File: src/design/gab_pkg.sv
// ----------------------------------------------------------------------------
// gab_pkg
// Shared constants, types and weight table of the adaptive binarizer.
// ----------------------------------------------------------------------------
package gab_pkg;

  localparam int MAX_WIDTH   = 512;
  localparam int MAX_HEIGHT  = 512;
  localparam int MIN_SIDE    = 8;
  localparam int RESET_SIDE  = 512;
  localparam int WINDOW      = 15;
  localparam int HALF        = WINDOW / 2;
  localparam int STORE_DEPTH = WINDOW * MAX_WIDTH;
  localparam int ADDR_W      = $clog2(STORE_DEPTH);
  localparam int SIDE_W      = 10;
  localparam int POS_W       = 9;
  localparam int PIX_W       = 8;
  localparam int CNT_W       = 19;
  localparam int EMIT_W      = 18;
  localparam int LAG_W       = 12;
  localparam int KIDX_W      = 4;
  localparam int WT_W        = 11;
  localparam int ROW_W       = 23;
  localparam int SUM_W       = 27;
  localparam int CFG_IDX_W   = 2;
  localparam int WT_TAB_BITS = (1 << (2 * KIDX_W)) * WT_W;

  localparam logic [PIX_W-1:0] WHITE = 8'd235;
  localparam logic [PIX_W-1:0] BLACK = 8'd16;

  localparam logic KIND_PIXEL = 1'b0;

  localparam logic [CFG_IDX_W-1:0] REG_WIDTH  = 2'd0;
  localparam logic [CFG_IDX_W-1:0] REG_HEIGHT = 2'd1;

  typedef enum logic [1:0] {
    ST_IDLE,
    ST_SCAN,
    ST_DRAIN,
    ST_HOLD
  } gab_state_t;

  // tap position travelling with a read
  typedef struct packed {
    logic              valid;
    logic [KIDX_W-1:0] ky;
    logic [KIDX_W-1:0] kx;
  } tap_tag_t;

  // position of the output pixel in the frame
  typedef struct packed {
    logic [POS_W-1:0]  row_pos;
    logic [POS_W-1:0]  col_pos;
    logic [SIDE_W-1:0] rem_rows;
    logic [SIDE_W-1:0] rem_cols;
    logic [SIDE_W-1:0] w_eff;
    logic [ADDR_W-1:0] base;
  } geom_t;

  // finished window sum
  typedef struct packed {
    logic             done;
    logic [SUM_W-1:0] sum;
    logic [PIX_W-1:0] centre;
  } wsum_t;

  function automatic int unsigned gauss_tap(input int d);
    case (d)
      0:       return 8715;
      1:       return 8244;
      2:       return 6978;
      3:       return 5286;
      4:       return 3583;
      5:       return 2173;
      6:       return 1179;
      7:       return 573;
      8:       return 249;
      9:       return 97;
      10:      return 34;
      11:      return 10;
      12:      return 3;
      13:      return 1;
      default: return 0;
    endcase
  endfunction

  // 2-D weights, row-major with a stride of 16
  function automatic logic [WT_TAB_BITS-1:0] build_weights();
    logic [WT_TAB_BITS-1:0] tab;
    int unsigned p;
    int ay;
    int ax;
    tab = '0;
    for (int ky = 0; ky < WINDOW; ky++) begin
      for (int kx = 0; kx < WINDOW; kx++) begin
        ay = (ky > HALF) ? ky - HALF : HALF - ky;
        ax = (kx > HALF) ? kx - HALF : HALF - kx;
        p  = (gauss_tap(ay) * gauss_tap(ax) + 32768) >> 16;
        tab[(ky * (1 << KIDX_W) + kx) * WT_W +: WT_W] = WT_W'(p);
      end
    end
    return tab;
  endfunction

  localparam logic [WT_TAB_BITS-1:0] WEIGHT_TAB = build_weights();

  function automatic logic [WT_W-1:0] weight_at(input logic [2*KIDX_W-1:0] idx);
    return WEIGHT_TAB[idx * WT_W +: WT_W];
  endfunction

  function automatic logic [SIDE_W-1:0] clamp_side(input logic [SIDE_W-1:0] v,
                                                   input logic [SIDE_W-1:0] hi);
    if (v < SIDE_W'(MIN_SIDE)) return SIDE_W'(MIN_SIDE);
    if (v > hi) return hi;
    return v;
  endfunction

  // offset of the mirrored index from the centre, edge not repeated
  function automatic logic signed [4:0] mirror_off(input logic signed [4:0] d,
                                                   input logic [SIDE_W-1:0] lo,
                                                   input logic [SIDE_W-1:0] hi);
    logic signed [SIDE_W+1:0] dd;
    logic signed [SIDE_W+1:0] l;
    logic signed [SIDE_W+1:0] h;
    logic signed [SIDE_W+1:0] res;
    dd = d;
    l  = {2'b00, lo};
    h  = {2'b00, hi};
    if (dd + l < 0) begin
      res = -(l <<< 1) - dd;
    end else if (dd > h) begin
      res = (h <<< 1) - dd;
    end else begin
      res = dd;
    end
    return res[4:0];
  endfunction

endpackage

File: src/design/gab_tap_cell.sv
// ----------------------------------------------------------------------------
// gab_tap_cell
// One column of the window: adds its weighted pixel to the passing row sum.
// ----------------------------------------------------------------------------
module gab_tap_cell (
  input  logic                       clk,
  input  logic                       rst,
  input  logic [gab_pkg::KIDX_W-1:0] col_index,
  input  logic [gab_pkg::KIDX_W-1:0] ky,
  input  logic [gab_pkg::PIX_W-1:0]  pix,
  input  logic [gab_pkg::ROW_W-1:0]  psum_in,
  input  logic                       token_in,
  output logic [gab_pkg::ROW_W-1:0]  psum_out,
  output logic                       token_out
);
  import gab_pkg::*;

  logic [WT_W-1:0]       weight;
  logic [WT_W+PIX_W-1:0] prod;

  assign weight = weight_at({ky, col_index});
  assign prod   = weight * pix;

  // hand the row sum on to the next column
  always_ff @(posedge clk) begin
    if (rst) begin
      token_out <= 1'b0;
    end else begin
      token_out <= token_in;
    end
    psum_out <= psum_in + ROW_W'(prod);
  end
endmodule

File: src/design/gab_window_sum.sv
// ----------------------------------------------------------------------------
// gab_window_sum
// Chain of column cells forming row sums, and the window accumulator.
// ----------------------------------------------------------------------------
module gab_window_sum (
  input  logic                      clk,
  input  logic                      rst,
  input  logic                      start,
  input  gab_pkg::tap_tag_t         tag,
  input  logic [gab_pkg::PIX_W-1:0] pix,
  output gab_pkg::wsum_t            wsum
);
  import gab_pkg::*;

  logic [ROW_W-1:0]  psum_chain [WINDOW+1];
  logic              token_chain [WINDOW+1];
  logic [KIDX_W-1:0] rows;
  logic [SUM_W-1:0]  acc;
  logic [PIX_W-1:0]  centre;
  logic              done;

  // a row sum starts at the first column of each row
  assign psum_chain[0]  = '0;
  assign token_chain[0] = tag.valid && (tag.kx == '0);

  for (genvar k = 0; k < WINDOW; k++) begin : g_cell
    gab_tap_cell u_cell (
      .clk       (clk),
      .rst       (rst),
      .col_index (KIDX_W'(k)),
      .ky        (tag.ky),
      .pix       (pix),
      .psum_in   (psum_chain[k]),
      .token_in  (token_chain[k]),
      .psum_out  (psum_chain[k+1]),
      .token_out (token_chain[k+1])
    );
  end

  // count finished rows, flag the last one
  always_ff @(posedge clk) begin
    if (rst) begin
      rows <= '0;
      done <= 1'b0;
    end else begin
      done <= 1'b0;
      if (start) begin
        rows <= '0;
      end else if (token_chain[WINDOW]) begin
        rows <= (rows == KIDX_W'(WINDOW - 1)) ? '0 : rows + 1'b1;
        done <= (rows == KIDX_W'(WINDOW - 1));
      end
    end
  end

  // accumulate row sums
  always_ff @(posedge clk) begin
    if (start) begin
      acc <= '0;
    end else if (token_chain[WINDOW]) begin
      acc <= acc + SUM_W'(psum_chain[WINDOW]);
    end
  end

  // capture the centre pixel as it passes
  always_ff @(posedge clk) begin
    if (tag.valid && tag.ky == KIDX_W'(HALF) && tag.kx == KIDX_W'(HALF)) begin
      centre <= pix;
    end
  end

  assign wsum.done   = done;
  assign wsum.sum    = acc;
  assign wsum.centre = centre;
endmodule

File: config.mk
export PLATFORM = sky130hd
export DESIGN_NAME = gab_window_sum
export DESIGN_NICKNAME = d
export VERILOG_FILES = /design/src/design/gab_pkg.sv /design/src/design/gab_tap_cell.sv /design/src/design/gab_window_sum.sv
export SDC_FILE = /design/constraint.sdc
export NUM_CORES = 2
export LEC_CHECK = 0
export BUFFER_PORTS_ARGS = -buffer_cell sky130_fd_sc_hd__buf_2
export CAP_MARGIN = 10
export CORE_MARGIN = 1.5
export CORE_UTILIZATION = 66
export CTS_BUF_LIST = sky130_fd_sc_hd__clkbuf_8
export CTS_CLUSTER_SIZE = 25
export DETAILED_ROUTE_END_ITERATION = 8
export PLACE_DENSITY = 0.82
export SYNTH_ARGS = -nofsm -noshare
export SYNTH_HDL_FRONTEND = slang
export SYNTH_SLANG_ARGS = --single-unit
File: constraint.sdc
create_clock -name clk -period 6.5 [get_ports clk]
set_input_delay 0 -clock clk [delete_from_list [all_inputs] [get_ports clk]]
set_output_delay 0 -clock clk [all_outputs]
set_load 0.005 [all_outputs]
# After elaboration in Yosys (flattened, before gate mapping)
# Cells that the tools add are included.
# totals
mem_bits_ro	0
ramBits	0
latchBits	0
ff_bits	396
n_memories	0
input_bits	20
out_inout_bits	36
# op_classes
shifts	15
n_mux	1
n_div	0
n_eq_ne	3
bitwise	1
magnitude_cmp	0
addsub	16
mul	30
reduce_logical	6
# ops
op	n
variable part select 2816 x 13 -> 11 bit, first input constant	15
adder 23 x 19 -> 23 bit	13
multiplier 11 x 8 -> 19 bit	15
multiplier 8 x 4 -> 12 bit, second input constant	7
multiplier 7 x 4 -> 11 bit, second input constant	4
adder 27 x 23 -> 27 bit	1
adder 19 x 19 -> 20 bit	1
multiplier 6 x 4 -> 10 bit, second input constant	2
multiplier 5 x 4 -> 9 bit, second input constant	1
equality test 4 x 3 -> 1 bit, second input constant	2
multiplier 4 x 4 -> 8 bit, second input constant	1
adder 4 x 1 -> 4 bit, second input constant	1
equality test 4 bit, second input constant	1
logical NOT 4 bit	1
two-way mux 4 bit	1
logical AND 1 bit	3
OR reduction 3 bit	1
OR reduction 2 bit	1
NOT 1 bit	1

# Longest topological paths before layout
# logic_depth
word_depth	4
depth_mapped	25

# Modules after synthesis
# Synthesis repeated with hierarchy kept, for this count alone.
# hier_totals
cells_unflattened	12897
hier_area_um2	104856.8
# by_module_without_submodules
mod	n_inst	cells_per_inst	seq_area_each_um2	area_each_um2
gab_tap_cell (g_cell[13].u_cell ...)	7	832	480.5	6742.7
gab_tap_cell (g_cell[7].u_cell ...)	3	842	480.5	6967.9
gab_tap_cell (g_cell[0].u_cell ...)	3	835	480.5	6767.7
gab_tap_cell (g_cell[6].u_cell)	1	879	480.5	7059.3
gab_tap_cell (g_cell[12].u_cell)	1	818	480.5	6532.5
gab_window_sum	1	345	880.8	2859.0

# Worst setup path before layout
# Ideal clock, no wire load.
# synth_path
kind	input to register
from	input tag[4] in the netlist's numbering
to	register g_cell[9].u_cell.psum_out[21] in the netlist's numbering
cell_stages	21
required_ps	6377
setup_ps	123
path_slack_ps	963
arrival_ps	5414
n_path_buf	0
path_cell_list	clkinv_1 > ha_1 > nand2b_1 > and3_1 > a21oi_1 > nand2_1 > fa_1 > fa_1 > inv_1 > fa_1 > inv_1 > fa_1 > inv_1 > ha_1 > and2_1 > or4_1 > o2111ai_1 > a21boi_1 > o41ai_1 > a21oi_1 > xor2_1
# synth_between
elab_chain_len	4
# synth_rtl
item	line_no	rtl
from (decl)	gab_window_sum.sv:9	input gab_pkg::tap_tag_t tag,
multiplier 8 x 4 -> 12 bit	gab_pkg.sv:108	return WEIGHT_TAB[idx * WT_W +: WT_W];
variable part select 2816 x 13 -> 11 bit	gab_pkg.sv:108	
multiplier 11 x 8 -> 19 bit	gab_tap_cell.sv:22	assign prod = weight * pix;
adder 23 x 19 -> 23 bit	gab_tap_cell.sv:31	psum_out <= psum_in + ROW_W'(prod);
to (signal assigned)	gab_tap_cell.sv:31	
to (decl)	gab_tap_cell.sv:13	output logic [gab_pkg::ROW_W-1:0] psum_out,
# Every way passes these cells.
# A chain may end at the register's enable or synchronous reset.

# Worst setup path in the final report
# layout_path
from	input tag[4] in the netlist's numbering
to	register g_cell[10].u_cell.psum_out[21] in the netlist's numbering
# layout_between
elab_chain_len	4
# layout_rtl
item	line_no
multiplier 7 x 4 -> 11 bit	gab_pkg.sv:108
variable part select 2816 x 13 -> 11 bit	gab_pkg.sv:108
multiplier 11 x 8 -> 19 bit	gab_tap_cell.sv:22
adder 23 x 19 -> 23 bit	gab_tap_cell.sv:31
to (signal assigned)	gab_tap_cell.sv:31
to (decl)	gab_tap_cell.sv:13
# Every way passes these cells.

==> results.cfg <==
[clock_tree]
post-cts-setup-buffers = 0
clkTransAtPathRegs_ps = 70
clkSinkCount = 384
clkLatencyLatePin_ps = 720
h-tree-depth = 3
cts_buffer_depth = 3
cts_tree = built
cts_buffers = 76
root_buffer = clkbuf_8

[logic_synthesis]
synth_compound_area_frac = 0.100
synth_area_mm2 = 0.0479
yosys.area.top_type = fa_1
synth-main-ff-cell = dfxtp_1
synth_top_family_by_area = adder cells
yosys-top-cells-area = fa_1, dfxtp_1, ha_1
syn_inst = 5376
yosysUniqueCellTypes = 92
synth.top_cell.area_share = 0.299
muxShareOfSynthArea = 0.00327
ys_seq_area_frac = 0.162
ys_ff_latch = 384
synth_xor_area_frac = 0.0402
async_flop_share = 0
synthSimpleGateAreaFrac = 0.116
ys_warn_count = 0
syn_nets = 6704
synth_enable_flop_cells = 8
avgSynthCellArea_um2 = 8.91
synthAdderAreaFrac = 0.454

[critical_path]
reg2reg_depth = 16
crit_path_start_kind = input pin
regToRegEndpoint = g_cell[7].u_cell.psum_out[19]
worstPathArrival_ps = 6920
r2r_slack_ps = 1490
critPathRequiredTime_ps = 7130
worst-path-max-fanout = 9
critical_path_class = input pin to flop
r2r_start = g_cell[6].u_cell.psum_out[6]
end_kind = flop

[floorplan]
dieArea_mm2 = 0.0742
rows = 98
ios = 56
die_height_um = 272
start_util = 0.669
core_mm2 = 0.0716
die_w_um = 272

[global_route]
grt_usage = 0.364
grt_first_pass_wirelength_um = 208000
grt_pass1_vias = 38400
overflow = 0
antenna_found_initial = 2
grt_max_degree = 69

[timing]
worst_pin_slew_ps = 1150
setup_viol = 0
max_freq_mhz = 159
fin_crit_sh = 0.968
rsz0062_at_grt = false
finalCriticalPeriod_ps = 6290
drv_slew = 0
relSlewSlack = 0.227
finalHoldViolations = 0
hold_slack_ps = 113
clock_skew_ps = 41.7
fin_tns_setup_ps = 0

[status]
status = complete, no violations

[final_layout]
synthToLayoutAreaGrowth_pct = 8.40
final_net_count = 6872
num-fill-cells = 5357
final_cell_mix = inv_1, fa_1, ha_1
layout_commonest_cell = inv_1
drive_gt1_frac = 0.0599

[route]
drcViolationCount = 0
drtIter0Drc = 3128
dr.pass1.iters = 8
vias = 36800
routedWlPerCell_um = 19.7
antenna_left = 0
wl_um = 129000
vias_per_cell = 5.60

[worst_hold_path]
hp-start = pix[6]
min_to = centre[6]
min_path_cells = 2
hold_class = input pin to flop

[placed_design]
gp_congestion = 0.968
portBuffers = 55
hpwl_um = 105000

[run]
cap_violations = 0
==> Yosys cell counts, drive strengths merged (10+ instances only) <==
| library cell | n |
|---|---|
| xnor2 | 172 |
| nand4 | 17 |
| buf | 11 |
| nand2b | 31 |
| a31oi | 27 |
| nor2 | 218 |
| inv | 1495 |
| o31ai | 12 |
| a211oi | 29 |
| a21oi | 206 |
| nor2b | 61 |
| o211ai | 19 |
| a21o | 85 |
| and2 | 204 |
| clkbuf | 78 |
| fa | 714 |
| mux2i | 10 |
| and3 | 20 |
| o41ai | 10 |
| xor2 | 48 |
| o21a | 49 |
| ha | 594 |
| dfxtp | 376 |
| nor4 | 13 |
| nor3 | 77 |
| o21ai | 159 |
| nand3 | 56 |
| a21boi | 13 |
| nand2 | 366 |
| or3 | 22 |
| o21bai | 22 |
==> timing repair <==
action                                  in CTS  in global routing
hold endpoints to repair                    61                  0
resized for setup                            0                  2
hold buffers                                16                  0
endpoints found under the setup margin       0                  3
==> state kept, by name, summed over array words and instances, names as in the netlist <==
signal,flops
g_cell.u_cell.token_out,15
done,1
rows,4
acc,27
centre,8
g_cell.u_cell.psum_out,329
==> worst max-delay path by stage <==
| stage | startpoint | end |
|---|---|---|
| after global placement | tag[4] | g_cell[7].u_cell.psum_out[19] |
| after CTS | tag[4] | g_cell[10].u_cell.psum_out[21] |
| after global routing | tag[4] | g_cell[10].u_cell.psum_out[21] |
| after floorplan | tag[4] | g_cell[9].u_cell.psum_out[21] |
| final | tag[4] | g_cell[10].u_cell.psum_out[21] |
| after detailed placement | tag[4] | g_cell[10].u_cell.psum_out[21] |
==> logic make-up after synthesis <==
group / count (synthesis)
multiplexers: 15
XOR/XNOR: 220
AO/OA/AOI/OAI: 733
flip-flops: 384
adder cells (fa/ha/maj): 1308
buffers and inverters: 1586
AND/OR/NAND/NOR: 1130
==> per-stage QoR <==
step | instance area (um^2) | util | setup slack (ps) | cells
floorplan | 47900 | - | 963 | 5376
global placement | 49900 | 0.697 | 280 | 6400
detailed placement | 49900 | 0.697 | 170 | 6400
CTS | 51900 | 0.725 | 344 | 6556
global route | 51900 | 0.725 | 46.9 | 6559
finish | 51900 | 0.725 | 211 | 6559
==> layer usage <==
layer / GRT usage / vias to the layer above / share of wire
met5: 0 / - / 0
met4: 0.172 / 0 / 0.054
met3: 0.0832 / 341 / 0.098
met2: 0.548 / 1752 / 0.43
met1: 0.500 / 17700 / 0.42
li1: - / 17000 / -
==> worst max-delay path, stage by stage <==
cell	delay, ps
dlygate4sd3_1	530
buf_2	110
clkinv_1	170
buf_4	260
nand2_1	100
buf_4	160
nor2_1	110
nor3_1	570
buf_4	310
nand2_1	120
fa_1	440
fa_1	560
inv_1	60
fa_1	520
inv_1	50
fa_1	470
inv_1	40
ha_1	220
o31ai_1	650
a211oi_1	190
buf_4	200
o21ai_1	290
a21oi_1	170
or4_1	520
nand3_1	80
==> cell type report <==
| cell class | count | area [um^2] | area share |
|---|---|---|---|
| Antenna cell | 3 | 7.51 | 0.000145 |
| Clock buffer | 101 | 1390 | 0.0268 |
| Clock inverter | 39 | 437 | 0.00841 |
| Inverter | 1497 | 5620 | 0.108 |
| Multi-Input combinational cell | 3406 | 34200 | 0.658 |
| Sequential cell | 384 | 7770 | 0.150 |
| Tap cell | 950 | 1190 | 0.0229 |
| Timing Repair Buffer | 179 | 1330 | 0.0257 |
Power is left out: the tool's default activity adds up to more than one toggle a clock period on the data nets, which glitch-free logic cannot reach.
