==> config.mk <==
export PLATFORM = sky130hd
export DESIGN_NAME = gab_tap_addr
export DESIGN_NICKNAME = d
export VERILOG_FILES = /design/src/design/gab_pkg.sv /design/src/design/gab_tap_addr.sv
export SDC_FILE = /design/constraint.sdc
export NUM_CORES = 1
export LEC_CHECK = 0
export BUFFER_PORTS_ARGS = -buffer_cell sky130_fd_sc_hd__buf_4
export CORE_MARGIN = 2
export CORE_UTILIZATION = 50
export CTS_CLUSTER_DIAMETER = 100
export DETAILED_ROUTE_END_ITERATION = 6
export HOLD_SLACK_MARGIN = 0.05
export PLACE_DENSITY = 0.69
export SLEW_MARGIN = 20
export SYNTH_ARGS = -nofsm -noshare
export SYNTH_HDL_FRONTEND = slang
export SYNTH_SLANG_ARGS = --single-unit
==> constraint.sdc <==
create_clock -name clk -period 7.5 [get_ports clk]
set_input_delay 0 -clock clk [delete_from_list [all_inputs] [get_ports clk]]
set_output_delay 0 -clock clk [all_outputs]
set_load 0.01 [all_outputs]
==> src/design/gab_pkg.sv <==
// ----------------------------------------------------------------------------
// gab_pkg
// Shared constants, types and weight table of the adaptive binarizer.
// ----------------------------------------------------------------------------
package gab_pkg;

  localparam int MAX_WIDTH   = 512;
  localparam int MAX_HEIGHT  = 512;
  localparam int MIN_SIDE    = 8;
  localparam int RESET_SIDE  = 512;
  localparam int WINDOW      = 15;
  localparam int HALF        = WINDOW / 2;
  localparam int STORE_DEPTH = WINDOW * MAX_WIDTH;
  localparam int ADDR_W      = $clog2(STORE_DEPTH);
  localparam int SIDE_W      = 10;
  localparam int POS_W       = 9;
  localparam int PIX_W       = 8;
  localparam int CNT_W       = 19;
  localparam int EMIT_W      = 18;
  localparam int LAG_W       = 12;
  localparam int KIDX_W      = 4;
  localparam int WT_W        = 11;
  localparam int ROW_W       = 23;
  localparam int SUM_W       = 27;
  localparam int CFG_IDX_W   = 2;
  localparam int WT_TAB_BITS = (1 << (2 * KIDX_W)) * WT_W;

  localparam logic [PIX_W-1:0] WHITE = 8'd235;
  localparam logic [PIX_W-1:0] BLACK = 8'd16;

  localparam logic KIND_PIXEL = 1'b0;

  localparam logic [CFG_IDX_W-1:0] REG_WIDTH  = 2'd0;
  localparam logic [CFG_IDX_W-1:0] REG_HEIGHT = 2'd1;

  typedef enum logic [1:0] {
    ST_IDLE,
    ST_SCAN,
    ST_DRAIN,
    ST_HOLD
  } gab_state_t;

  // tap position travelling with a read
  typedef struct packed {
    logic              valid;
    logic [KIDX_W-1:0] ky;
    logic [KIDX_W-1:0] kx;
  } tap_tag_t;

  // position of the output pixel in the frame
  typedef struct packed {
    logic [POS_W-1:0]  row_pos;
    logic [POS_W-1:0]  col_pos;
    logic [SIDE_W-1:0] rem_rows;
    logic [SIDE_W-1:0] rem_cols;
    logic [SIDE_W-1:0] w_eff;
    logic [ADDR_W-1:0] base;
  } geom_t;

  // finished window sum
  typedef struct packed {
    logic             done;
    logic [SUM_W-1:0] sum;
    logic [PIX_W-1:0] centre;
  } wsum_t;

  function automatic int unsigned gauss_tap(input int d);
    case (d)
      0:       return 8715;
      1:       return 8244;
      2:       return 6978;
      3:       return 5286;
      4:       return 3583;
      5:       return 2173;
      6:       return 1179;
      7:       return 573;
      8:       return 249;
      9:       return 97;
      10:      return 34;
      11:      return 10;
      12:      return 3;
      13:      return 1;
      default: return 0;
    endcase
  endfunction

  // 2-D weights, row-major with a stride of 16
  function automatic logic [WT_TAB_BITS-1:0] build_weights();
    logic [WT_TAB_BITS-1:0] tab;
    int unsigned p;
    int ay;
    int ax;
    tab = '0;
    for (int ky = 0; ky < WINDOW; ky++) begin
      for (int kx = 0; kx < WINDOW; kx++) begin
        ay = (ky > HALF) ? ky - HALF : HALF - ky;
        ax = (kx > HALF) ? kx - HALF : HALF - kx;
        p  = (gauss_tap(ay) * gauss_tap(ax) + 32768) >> 16;
        tab[(ky * (1 << KIDX_W) + kx) * WT_W +: WT_W] = WT_W'(p);
      end
    end
    return tab;
  endfunction

  localparam logic [WT_TAB_BITS-1:0] WEIGHT_TAB = build_weights();

  function automatic logic [WT_W-1:0] weight_at(input logic [2*KIDX_W-1:0] idx);
    return WEIGHT_TAB[idx * WT_W +: WT_W];
  endfunction

  function automatic logic [SIDE_W-1:0] clamp_side(input logic [SIDE_W-1:0] v,
                                                   input logic [SIDE_W-1:0] hi);
    if (v < SIDE_W'(MIN_SIDE)) return SIDE_W'(MIN_SIDE);
    if (v > hi) return hi;
    return v;
  endfunction

  // offset of the mirrored index from the centre, edge not repeated
  function automatic logic signed [4:0] mirror_off(input logic signed [4:0] d,
                                                   input logic [SIDE_W-1:0] lo,
                                                   input logic [SIDE_W-1:0] hi);
    logic signed [SIDE_W+1:0] dd;
    logic signed [SIDE_W+1:0] l;
    logic signed [SIDE_W+1:0] h;
    logic signed [SIDE_W+1:0] res;
    dd = d;
    l  = {2'b00, lo};
    h  = {2'b00, hi};
    if (dd + l < 0) begin
      res = -(l <<< 1) - dd;
    end else if (dd > h) begin
      res = (h <<< 1) - dd;
    end else begin
      res = dd;
    end
    return res[4:0];
  endfunction

endpackage

==> src/design/gab_tap_addr.sv <==
// ----------------------------------------------------------------------------
// gab_tap_addr
// Turns a tap position into a store address: mirror, offset, wrap.
// ----------------------------------------------------------------------------
module gab_tap_addr (
  input  logic                       clk,
  input  logic                       rst,
  input  gab_pkg::tap_tag_t          tag_in,
  input  gab_pkg::geom_t             geom,
  output gab_pkg::tap_tag_t          tag_out,
  output logic [gab_pkg::ADDR_W-1:0] addr
);
  import gab_pkg::*;

  localparam logic signed [ADDR_W+1:0] DEPTH_S = (ADDR_W+2)'(STORE_DEPTH);

  logic signed [4:0]        dy;
  logic signed [4:0]        dx;
  logic signed [4:0]        drow;
  logic signed [4:0]        dcol;
  logic signed [SIDE_W:0]   w_s;
  logic signed [15:0]       off_full;
  logic signed [ADDR_W-1:0] off_q;
  logic signed [ADDR_W+1:0] pos;
  logic signed [ADDR_W+1:0] wrapped;
  tap_tag_t                 tag1;
  tap_tag_t                 tag2;

  assign dy  = 5'(tag_in.ky) - 5'(HALF);
  assign dx  = 5'(tag_in.kx) - 5'(HALF);
  assign w_s = {1'b0, geom.w_eff};

  // stage 1: mirrored row and column offsets
  always_ff @(posedge clk) begin
    if (rst) begin
      tag1.valid <= 1'b0;
    end else begin
      tag1.valid <= tag_in.valid;
    end
    tag1.ky <= tag_in.ky;
    tag1.kx <= tag_in.kx;
    drow    <= mirror_off(dy, {1'b0, geom.row_pos}, geom.rem_rows);
    dcol    <= mirror_off(dx, {1'b0, geom.col_pos}, geom.rem_cols);
  end

  // stage 2: linear offset from the centre pixel
  assign off_full = drow * w_s + dcol;

  always_ff @(posedge clk) begin
    if (rst) begin
      tag2.valid <= 1'b0;
    end else begin
      tag2.valid <= tag1.valid;
    end
    tag2.ky <= tag1.ky;
    tag2.kx <= tag1.kx;
    off_q   <= off_full[ADDR_W-1:0];
  end

  // stage 3: wrap around the circular store
  always_comb begin
    pos = $signed({2'b00, geom.base}) + off_q;
    if (pos < 0) begin
      wrapped = pos + DEPTH_S;
    end else if (pos >= DEPTH_S) begin
      wrapped = pos - DEPTH_S;
    end else begin
      wrapped = pos;
    end
  end

  always_ff @(posedge clk) begin
    if (rst) begin
      tag_out.valid <= 1'b0;
    end else begin
      tag_out.valid <= tag2.valid;
    end
    tag_out.ky <= tag2.ky;
    tag_out.kx <= tag2.kx;
    addr       <= wrapped[ADDR_W-1:0];
  end
endmodule

== Yosys cells after proc, flatten, opt, wreduce, memory -nomap -nowiden ==
Cells that the tools add are included.

* Magnitude comparators: 6
* Add/subtract/negate cells: 14
* Multiplexer cells: 6
* $mul: 1

{| class="wikitable"
|+ Operators with widths
! cell !! number
|-
| 13-bit 2-to-1 mux || 2
|-
| 5-bit by 10-bit adder with 11-bit output || 2
|-
| 5-bit by 11-bit greater-than comparator with 1-bit output || 2
|-
| 11-bit by 1-bit less-than comparator with 1-bit output (second input constant) || 2
|-
| 5-bit 2-to-1 mux || 4
|-
| 5-bit subtractor || 4
|-
| 14-bit by 13-bit adder with 15-bit output || 1
|-
| 15-bit by 14-bit greater-or-equal comparator with 1-bit output (second input constant) || 1
|-
| 15-bit by 1-bit less-than comparator with 1-bit output (second input constant) || 1
|-
| 13-bit by 10-bit adder with 13-bit output (second input constant) || 1
|-
| 13-bit by 5-bit adder with 13-bit output || 1
|-
| 5-bit by 11-bit multiplier with 13-bit output || 1
|-
| 13-bit by 10-bit subtractor with 13-bit output (second input constant) || 1
|-
| 5-bit negation || 2
|-
| 4-bit by 3-bit subtractor with 5-bit output (second input constant) || 2
|}

* Word-level logic and storage cells: 40
* Output and inout port bits: 22
* Input port bits: 72
* Register bits after elaboration: 63

== Logic depth before layout (Yosys ltp) ==
Gate-level depths: netlist (run 1).

* Depth in word-level cells: 4
* Depth in mapped cells: 18
* Mapped depth without buffers: 17

== Worst setup path after synthesis (run 1) ==
OpenSTA, ideal clock, no wires.

* Kind: register -> register
* Start point: register drow[3]
* End point: register off_q[11]
* Setup time: 0.118 ns
* Slack: 3.294 ns
* Buffers on the path: 1
* Data required time: 7.382 ns
* Arrival: 4.088 ns
* Stages on the path, launching flop included: 18
* Period minus slack after synthesis: 4.206 ns
* Cells stage by stage: dfxtp_1 clkbuf_1 nand2_1 fa_1 fa_1 inv_1 fa_1 fa_1 inv_1 fa_1 inv_1 a21oi_1 o21ai_0 a21o_1 a21o_1 a21o_1 a21oi_1 xnor2_1

* Word-level cells in the longest chain between the ends: 2

{| class="wikitable"
|+ RTL lines
! what !! RTL line !! RTL
|-
| start: declaration || gab_tap_addr.sv:19 || <nowiki>logic signed [4:0] drow;</nowiki>
|-
| start signal: assignment || gab_tap_addr.sv:42 || <nowiki>drow <= mirror_off(dy, {1'b0, geom.row_pos}, geom.rem_rows);</nowiki>
|-
| 5-bit by 11-bit multiplier with 13-bit output || gab_tap_addr.sv:47 || <nowiki>assign off_full = drow * w_s + dcol;</nowiki>
|-
| 13-bit by 5-bit adder with 13-bit output || gab_tap_addr.sv:47 ||
|-
| net off_full[11] || gab_tap_addr.sv:22 || <nowiki>logic signed [15:0] off_full;</nowiki>
|-
| end signal: assignment || gab_tap_addr.sv:57 || <nowiki>off_q <= off_full[ADDR_W-1:0];</nowiki>
|-
| end: declaration || gab_tap_addr.sv:23 || <nowiki>logic signed [ADDR_W-1:0] off_q;</nowiki>
|}

The timed path passes the listed nets, and every way through them passes these cells.
A chain may end at the register's enable or synchronous reset.

== Worst setup path after layout (run 1) ==
Same ends and word-level chain as after synthesis.

==> flow_summary.json, run 1 <==
{
  "outcome": "completed",
  "fin_crit_sh_pct": 58.2,
  "finClkSkew_ns": 0.0125,
  "finalSetupViolCount": 0,
  "die_x_um": 109,
  "reg2reg_slack_ns": 3.14,
  "rsz0062_at_grt": "false",
  "final_cell_mix": "ha_1 (97), inv_1 (95), buf_4 (93)",
  "yosys_warnings": 0,
  "p_per_area_mw_per_mm2": 354,
  "clockPowerShare_pct": 12.5,
  "crit_type": "flip-flop to flip-flop",
  "cts_tree": "yes",
  "viasPerCell": 5.06,
  "start_util_pct": 51.0,
  "ys_seq_elements": 63,
  "coreArea_sq_mm": 0.0107,
  "hold_violations": 0,
  "crit_path_max_fanout": 10,
  "hp-class": "primary input to flip-flop",
  "grt_overflow": 0,
  "clock_sinks": 63,
  "fin_tns_setup_ns": 0,
  "design.portCount": 94,
  "start_kind": "flip-flop",
  "max_freq_mhz": 229,
  "seqPwrFrac_pct": 20.7,
  "cts_inserted_buffers": 9,
  "async_flop_share_pct": 0,
  "layout_commonest_cell": "ha_1",
  "synth_ff_type": "dfxtp_1",
  "switching_share_pct": 43.4,
  "first_global_vias": 4394,
  "gp_congestion": 0.868,
  "wl_per_cell_um": 12.9,
  "clkLatencyLatePin_ns": 0.35,
  "slew_headroom_pct": 61.7,
  "drv_cap": 0,
  "power_switching_w": 0.00103,
  "synth_cells": 570,
  "worst_slew_pin_slew_ns": 0.574,
  "crit_required_ns": 7.75,
  "ys_seq_area_share_pct": 23.0,
  "min_period_ns": 4.36,
  "cts_resized": 0,
  "hpwlAfterDp_mm": 9.02,
  "ys_top_cells_by_area": "dfxtp_1 (23%), ha_1 (22%), fa_1 (14%)",
  "slew_violations": 0,
  "synth_cell_types": 50,
  "arrival_ns": 4.62,
  "first_iter_violations": 120,
  "final_layout_size_suffix_gt1_share_pct": 18.2,
  "syn-cell-area_sq_mm": 0.00548,
  "p_leak_nw": 3.45,
  "p_int_w": 0.00134,
  "cts_root_buffer": "clkbuf_8",
  "num-nets-final": 896,
  "worst_setup_path_end_kind": "flip-flop",
  "num_vias": 4215,
  "io_buffers": 93,
  "rows": 38,
  "combPwrFrac_pct": 66.8,
  "clk_pin_slew_ns": 0.08,
  "drc": 0,
  "h-tree-depth": 3,
  "dp.cells": 800,
  "cts_buffer_depth": 2,
  "synth_edf_count": 0,
  "grt_pass1_wl_mm": 18.5,
  "antenna_cells": 0,
  "grt_max_degree": 13,
  "finalNonFillerCells": 833,
  "wirelength_mm": 10.7,
  "grt_antenna_before_repair": 0,
  "syn_nets": 778,
  "track_usage_pct": 19.6,
  "die_h_um": 109,
  "synth_top_area_share_pct": 23.0,
  "die_area_sq_mm": 0.0118,
  "area_growth_pct": 22.4,
  "fill_cells": 936,
  "drtPass1Iterations": 4,
  "syn_area_per_cell_sq_um": 9.62,
  "ant_nets": 0,
  "cts_setup_buffers": 0,
  "ir_drop_mv": 0.279,
  "yosys.area.top_type": "dfxtp_1",
  "cts_hold_buf": 17
}
-- registers in the layout (all words and copies together), names as in the netlist --
name	cells
addr	13
off_q	13
tag1	9
drow	5
dcol	5
tag2	9
tag_out	9
-- critical path, stage by stage (launching register included) --
cell and delay (ns):
dfxtp_1 0.49, nand2_1 0.12, fa_1 0.51, fa_1 0.54, inv_1 0.05, fa_1 0.49
fa_1 0.54, inv_1 0.06, fa_1 0.46, inv_1 0.07, a21oi_1 0.05, o21ai_0 0.26
a21o_1 0.17, a21o_1 0.14, a21o_1 0.11, a21oi_1 0.07, xnor2_1 0.12
-- power by group through the flow --
stage	clock network, W	registers (W)	logic, W
3_3_place_gp	0	0.000497	0.00153
6_report	0.000298	0.000491	0.00159
4_1_cts	0.000306	0.000492	0.00160
2_1_floorplan	0	0.000506	0.00122
5_1_grt	0.000322	0.000501	0.00180
3_5_place_dp	0	0.000500	0.00158
-- routing by layer --
layer  track usage (%)  share of wire [%]  routed length, um  vias up
met5                 0                  0                  0        -
met4              6.68                1.3                137        0
met3              3.95                3.9                421       11
met2              36.3                 51               5480       85
met1              22.3                 44               4690     1965
li1                  -                  -                  -     2154
-- cell usage after synthesis, types with 3 or more instances --
cell and n:
a211oi_1 8, a21o_1 15, a21oi_1 24, a22oi_1 3, and2_1 25, clkbuf_1 3
dfxtp_1 63, fa_1 39, ha_1 97, inv_1 95, mux2i_1 12, nand2_1 28
nand2b_1 7, nand3_1 8, nor2_1 16, nor2b_1 7, nor4_1 4, o2111ai_1 4
o211ai_1 5, o21a_1 7, o21ai_0 14, o21bai_1 3, or2_2 3, xnor2_1 32
xor2_1 16
-- worst paths after layout --
path | start | end | depth (start not counted)
max | drow[3] | off_q[11] | 16
min | geom[7] | addr[7] | 3
max reg2reg | drow[3] | off_q[11] | 16
min reg2reg | tag2[4] | tag_out[4] | 0
-- per-stage QoR --
| step | instance area (sq um) | total power, W | utilization (%) | hold WS, ns | worst slack [ns] |
|---|---|---|---|---|---|
| 2_1_floorplan | 5480 | 0.00172 | - | 0.0277 | 3.29 |
| 3_3_place_gp | 6340 | 0.00203 | 59.0 | 0.131 | 3.21 |
| 3_5_place_dp | 6340 | 0.00208 | 59.0 | 0.135 | 3.11 |
| 4_1_cts | 6710 | 0.00240 | 62.4 | 0.0628 | 3.11 |
| 5_1_grt | 6710 | 0.00262 | 62.4 | 0.0836 | 2.80 |
| 6_report | 6710 | 0.00237 | 62.4 | 0.0797 | 3.14 |
-- final cells by class --
class,count,area (sq um),area share (%)
clock buffer,9,124,1.85
clock inverter,7,71.3,1.06
inverter,95,357,5.32
multi-input combinational,409,3850,57.4
sequential,63,1260,18.8
tap,140,175,2.61
timing repair buffer,110,868,12.9
-- logic make-up after synthesis --
group | Yosys count | share of synthesized area (%)
compound gates | 102 | 13.1
simple gates | 109 | 10.5
fa+ha+maj | 136 | 36.4
mux | 14 | 2.60
flops | 63 | 23.0
xor+xnor | 48 | 7.67
buf+inv | 98 | 6.71
No activity file was read; power rests on OpenSTA's default activity.
==> run 2: changes to the inputs <==
Settings changed: PLACE_DENSITY 0.69 to 0.72.
Clock period 7.5 ns to 3.7 ns, I/O delays scaled along.
==> flow_summary.json, run 2 (synthesis gave the netlist of run 1 again) <==
{
  "finalSetupViolCount": 2,
  "start_util_pct": 51.0,
  "crit_path_max_fanout": 4,
  "drc": 0,
  "slew_violations": 0,
  "failed_checks": "negative setup slack",
  "num_vias": 4309,
  "die_h_um": 109,
  "h-tree-depth": 3,
  "grt_max_degree": 13,
  "drv_cap": 0,
  "grt_pass1_wl_mm": 19.8,
  "clock_sinks": 63,
  "grt_overflow": 0,
  "fin_crit_sh_pct": 102,
  "clk_pin_slew_ns": 0.08,
  "p_leak_nw": 3.54,
  "layout_commonest_cell": "buf_4",
  "slew_headroom_pct": 62.6,
  "dp.cells": 819,
  "die_area_sq_mm": 0.0118,
  "crit_required_ns": 3.93,
  "setup_slack_ns": -0.0890,
  "min_period_ns": 3.79,
  "finalNonFillerCells": 851,
  "rows": 38,
  "finClkSkew_ns": 0.00886,
  "cts_buffer_depth": 2,
  "postLayoutCoreUtil_pct": 64.2,
  "wirelength_mm": 11.2,
  "worst_slew_pin_slew_ns": 0.561,
  "ant_nets": 0,
  "first_global_vias": 4597,
  "grt_antenna_before_repair": 0,
  "final_layout_size_suffix_gt1_share_pct": 23.2,
  "hpwlAfterDp_mm": 9.45,
  "die_x_um": 109,
  "antenna_cells": 0,
  "io_buffers": 93,
  "cts_inserted_buffers": 9,
  "track_usage_pct": 20.8,
  "hp-class": "primary input to flip-flop",
  "cts_root_buffer": "clkbuf_8",
  "clkLatencyLatePin_ns": 0.34,
  "crit_type": "flip-flop to flip-flop",
  "start_kind": "flip-flop",
  "gp_congestion": 0.900,
  "viasPerCell": 5.06,
  "hold_violations": 0,
  "ir_drop_mv": 0.555,
  "rsz0062_at_grt": "true",
  "first_iter_violations": 110,
  "drtPass1Iterations": 4,
  "p_per_area_mw_per_mm2": 757,
  "worst_setup_path_end_kind": "flip-flop",
  "top_regs": "addr x13, off_q x13",
  "max_freq_mhz": 264,
  "design.portCount": 94,
  "fin_tns_setup_ns": -0.155,
  "num-nets-final": 914,
  "final_cell_mix": "buf_4 (112), ha_1 (97), inv_1 (92)",
  "wl_per_cell_um": 13.2,
  "cts_tree": "yes",
  "area_growth_pct": 25.8,
  "coreArea_sq_mm": 0.0107,
  "arrival_ns": 4.02,
  "outcome": "finished, violations left"
}
==> run 2: cell types whose count changed in the layout (fill, tap and decap cells not counted), moves of 3 or more <==
cell	previous run	this run
o21ai_0	14	11
a21oi_1	24	20
dfxtp_1	63	57
buf_4	93	112
inv_2	0	3
dfxtp_2	0	5
a21oi_2	1	5
inv_1	95	92
==> run 2: power breakdown <==
part | total [W] | internal, W | switching (W) | leakage [nW]
clock | 0.000614 | 0.000332 | 0.000282 | 0.103
combinational | 0.00362 | 0.00175 | 0.00187 | 2.91
sequential | 0.000987 | 0.000911 | 0.0000764 | 0.532
==> run 2: path summary, 6_finish.rpt <==
kind	slack [ns]	startpoint	cells after the start	end
worst min-delay path	0.07	geom[2]	3	addr[2]
worst min register to register	0.32	tag1[1]	0	tag2[1]
worst max register to register	-0.09	drow[3]	15	off_q[12]
worst max-delay path	-0.09	drow[3]	15	off_q[12]
==> run 2: worst max-delay path, cell delays in order (launching register included) <==
cell     delay, ns
dfxtp_2       0.35
nand2_2       0.06
fa_1          0.51
fa_1          0.51
inv_1         0.05
fa_1          0.49
fa_1          0.45
ha_1          0.32
a21o_1        0.17
a21oi_2       0.15
o21ai_1       0.08
a21oi_2       0.18
o21ai_2       0.08
nand3_1       0.08
nand2_1       0.06
xnor2_1       0.11
==> run 2: timing repair <==
action,CTS,global route
hold endpoints to repair,18,0
setup endpoints to repair,3,5
hold buffers,15,0
pin swaps,1,4
setup buffers,1,0
gates resized for setup,6,5
==> run 2: through the flow <==
step / setup slack [ns] / hold slack (ns) / cell area, sq um / total power, W
floorplan: -0.0509 / 0.0277 / 5530 / 0.00356
global placement: -0.0440 / 0.132 / 6510 / 0.00436
detailed placement: -0.138 / 0.134 / 6510 / 0.00453
CTS: -0.0950 / 0.0516 / 6890 / 0.00525
global route: -0.240 / 0.0837 / 6890 / 0.00574
finish: -0.0890 / 0.0670 / 6890 / 0.00522
==> run 2: layer usage <==
layer  share of wire, %  vias to the layer above  GRT usage, %
met2                 52                       88          39.0
li1                   -                     2186             -
met1                 42                     2023          24.0
met5                  0                        -             0
met4                1.1                        0          5.04
met3                4.6                       12          4.24
==> run 2: area by class of cell <==
| class | count | area [sq um] |
|---|---|---|
| Clock buffer | 10 | 138 |
| Clock inverter | 6 | 66.3 |
| Fill cell | 889 | 3850 |
| Inverter | 95 | 357 |
| Multi-Input combinational cell | 409 | 3880 |
| Sequential cell | 63 | 1270 |
| Tap cell | 140 | 175 |
| Timing Repair Buffer | 128 | 1000 |
==> run 3: changes to the inputs <==
Settings changed: GPL_TIMING_DRIVEN set to 0.
==> flow_summary.json, run 3 (synthesis gave the netlist of run 1 again) <==
{
  "die_h_um": 109,
  "min_period_ns": 3.88,
  "crit_path_max_fanout": 6,
  "grt_max_degree": 13,
  "p_per_area_mw_per_mm2": 776,
  "viasPerCell": 5.10,
  "cts_root_buffer": "clkbuf_8",
  "crit_required_ns": 3.97,
  "clock_sinks": 63,
  "cts_inserted_buffers": 9,
  "start_util_pct": 51.0,
  "worst_setup_path_end_kind": "flip-flop",
  "cts_buffer_depth": 2,
  "hpwlAfterDp_mm": 8.72,
  "coreArea_sq_mm": 0.0107,
  "io_buffers": 93,
  "crit_type": "flip-flop to flip-flop",
  "multiInputGateArea_sq_mm": 0.00393,
  "die_area_sq_mm": 0.0118,
  "gp_congestion": 0.917,
  "first_global_vias": 4493,
  "cts_tree": "yes",
  "max_freq_mhz": 258,
  "grt_pass1_wl_mm": 19.3,
  "drc": 0,
  "slew_violations": 0,
  "h-tree-depth": 3,
  "worst_slew_pin_slew_ns": 0.569,
  "slew_headroom_pct": 62.1,
  "track_usage_pct": 20.3,
  "hp-class": "primary input to flip-flop",
  "ant_nets": 0,
  "outcome": "finished, violations left",
  "layout_commonest_cell": "buf_4",
  "finish.instance_area_sq_mm": 0.00693,
  "first_iter_violations": 167,
  "failed_checks": "negative setup slack",
  "ir_drop_mv": 0.530,
  "finClkSkew_ns": 0.0150,
  "fin_crit_sh_pct": 105,
  "p_leak_nw": 3.54,
  "num_vias": 4317,
  "fin_tns_setup_ns": -0.335,
  "final_cell_mix": "buf_4 (108), ha_1 (95), inv_1 (91)",
  "wl_per_cell_um": 13.3,
  "wirelength_mm": 11.3,
  "start_kind": "flip-flop",
  "top_regs": "addr x13, off_q x13",
  "area_growth_pct": 26.4,
  "die_x_um": 109,
  "design.portCount": 94,
  "antenna_cells": 0,
  "clk_pin_slew_ns": 0.08,
  "clkLatencyLatePin_ns": 0.33,
  "grt_antenna_before_repair": 0,
  "hold_violations": 0,
  "seq_area_sq_mm": 0.00128,
  "final_layout_size_suffix_gt1_share_pct": 23.5,
  "drv_cap": 0,
  "finalSetupViolCount": 3,
  "rsz0062_at_grt": "true",
  "fill_cells": 896,
  "setup_slack_ns": -0.180,
  "num-nets-final": 909,
  "rows": 38,
  "drtPass1Iterations": 4,
  "arrival_ns": 4.15,
  "place_area_sq_mm": 0.00640,
  "grt_overflow": 0
}
[run 3: final timing paths]
path                 from   endpoint  slack, ns  depth (start not counted)
setup / recovery  drow[4]  off_q[11]      -0.18                         16
hold reg to reg   tag1[1]    tag2[1]       0.33                          0
setup reg to reg  drow[4]  off_q[11]      -0.18                         16
hold / removal    geom[3]    addr[3]       0.08                          3
[run 3: routing by layer]
metal  vias to the layer above  share of wire, %  global-route usage [%]
li1                       2179                 -                       -
met1                      2029                43                    23.4
met2                        94                51                    38.0
met3                        15               4.5                    4.42
met4                         0               1.3                    4.76
met5                         -                 0                       0
[run 3: stage by stage]
step	cells	hold WS [ns]	worst slack, ns	util, %	total power (W)
2_1_floorplan	570	0.0277	-0.0509	-	0.00356
6_report	846	0.0766	-0.180	64.5	0.00538
5_1_grt	846	0.0666	-0.329	64.5	0.00592
4_1_cts	850	0.0606	-0.181	64.7	0.00532
3_3_place_gp	803	0.132	-0.215	59.5	0.00414
3_5_place_dp	803	0.138	-0.256	59.5	0.00426
[run 3: power breakdown]
part	switching, W	internal (W)	total (W)
clock	0.000288	0.000374	0.000662
combinational	0.00195	0.00178	0.00372
sequential	0.0000786	0.000911	0.000990
total	0.00231	0.00306	0.00538
[run 3: area by class of cell]
class / count / share of cell area, %
Timing Repair Buffer: 123 / 13.9
Multi-Input combinational cell: 409 / 56.8
Clock inverter: 5 / 0.885
Inverter: 95 / 5.15
Tap cell: 140 / 2.53
Sequential cell: 63 / 18.4
Clock buffer: 11 / 2.35
[run 3: timing repair]
action,CTS,global route
hold endpoints to repair,17,0
resized for setup,16,9
pin swaps,17,10
hold buffers,14,0
setup endpoints to repair,4,6
setup buffers,17,4
[run 3: critical path, cell delays in order (launching register included)]
cell	delay, ns
dfxtp_4	0.38
inv_2	0.08
fa_1	0.50
fa_1	0.49
inv_1	0.05
fa_1	0.49
fa_1	0.45
inv_2	0.07
fa_2	0.22
inv_2	0.06
a21oi_4	0.14
o21ai_2	0.08
a21o_1	0.20
a21o_1	0.19
a21o_1	0.16
a21oi_2	0.12
xnor2_1	0.13
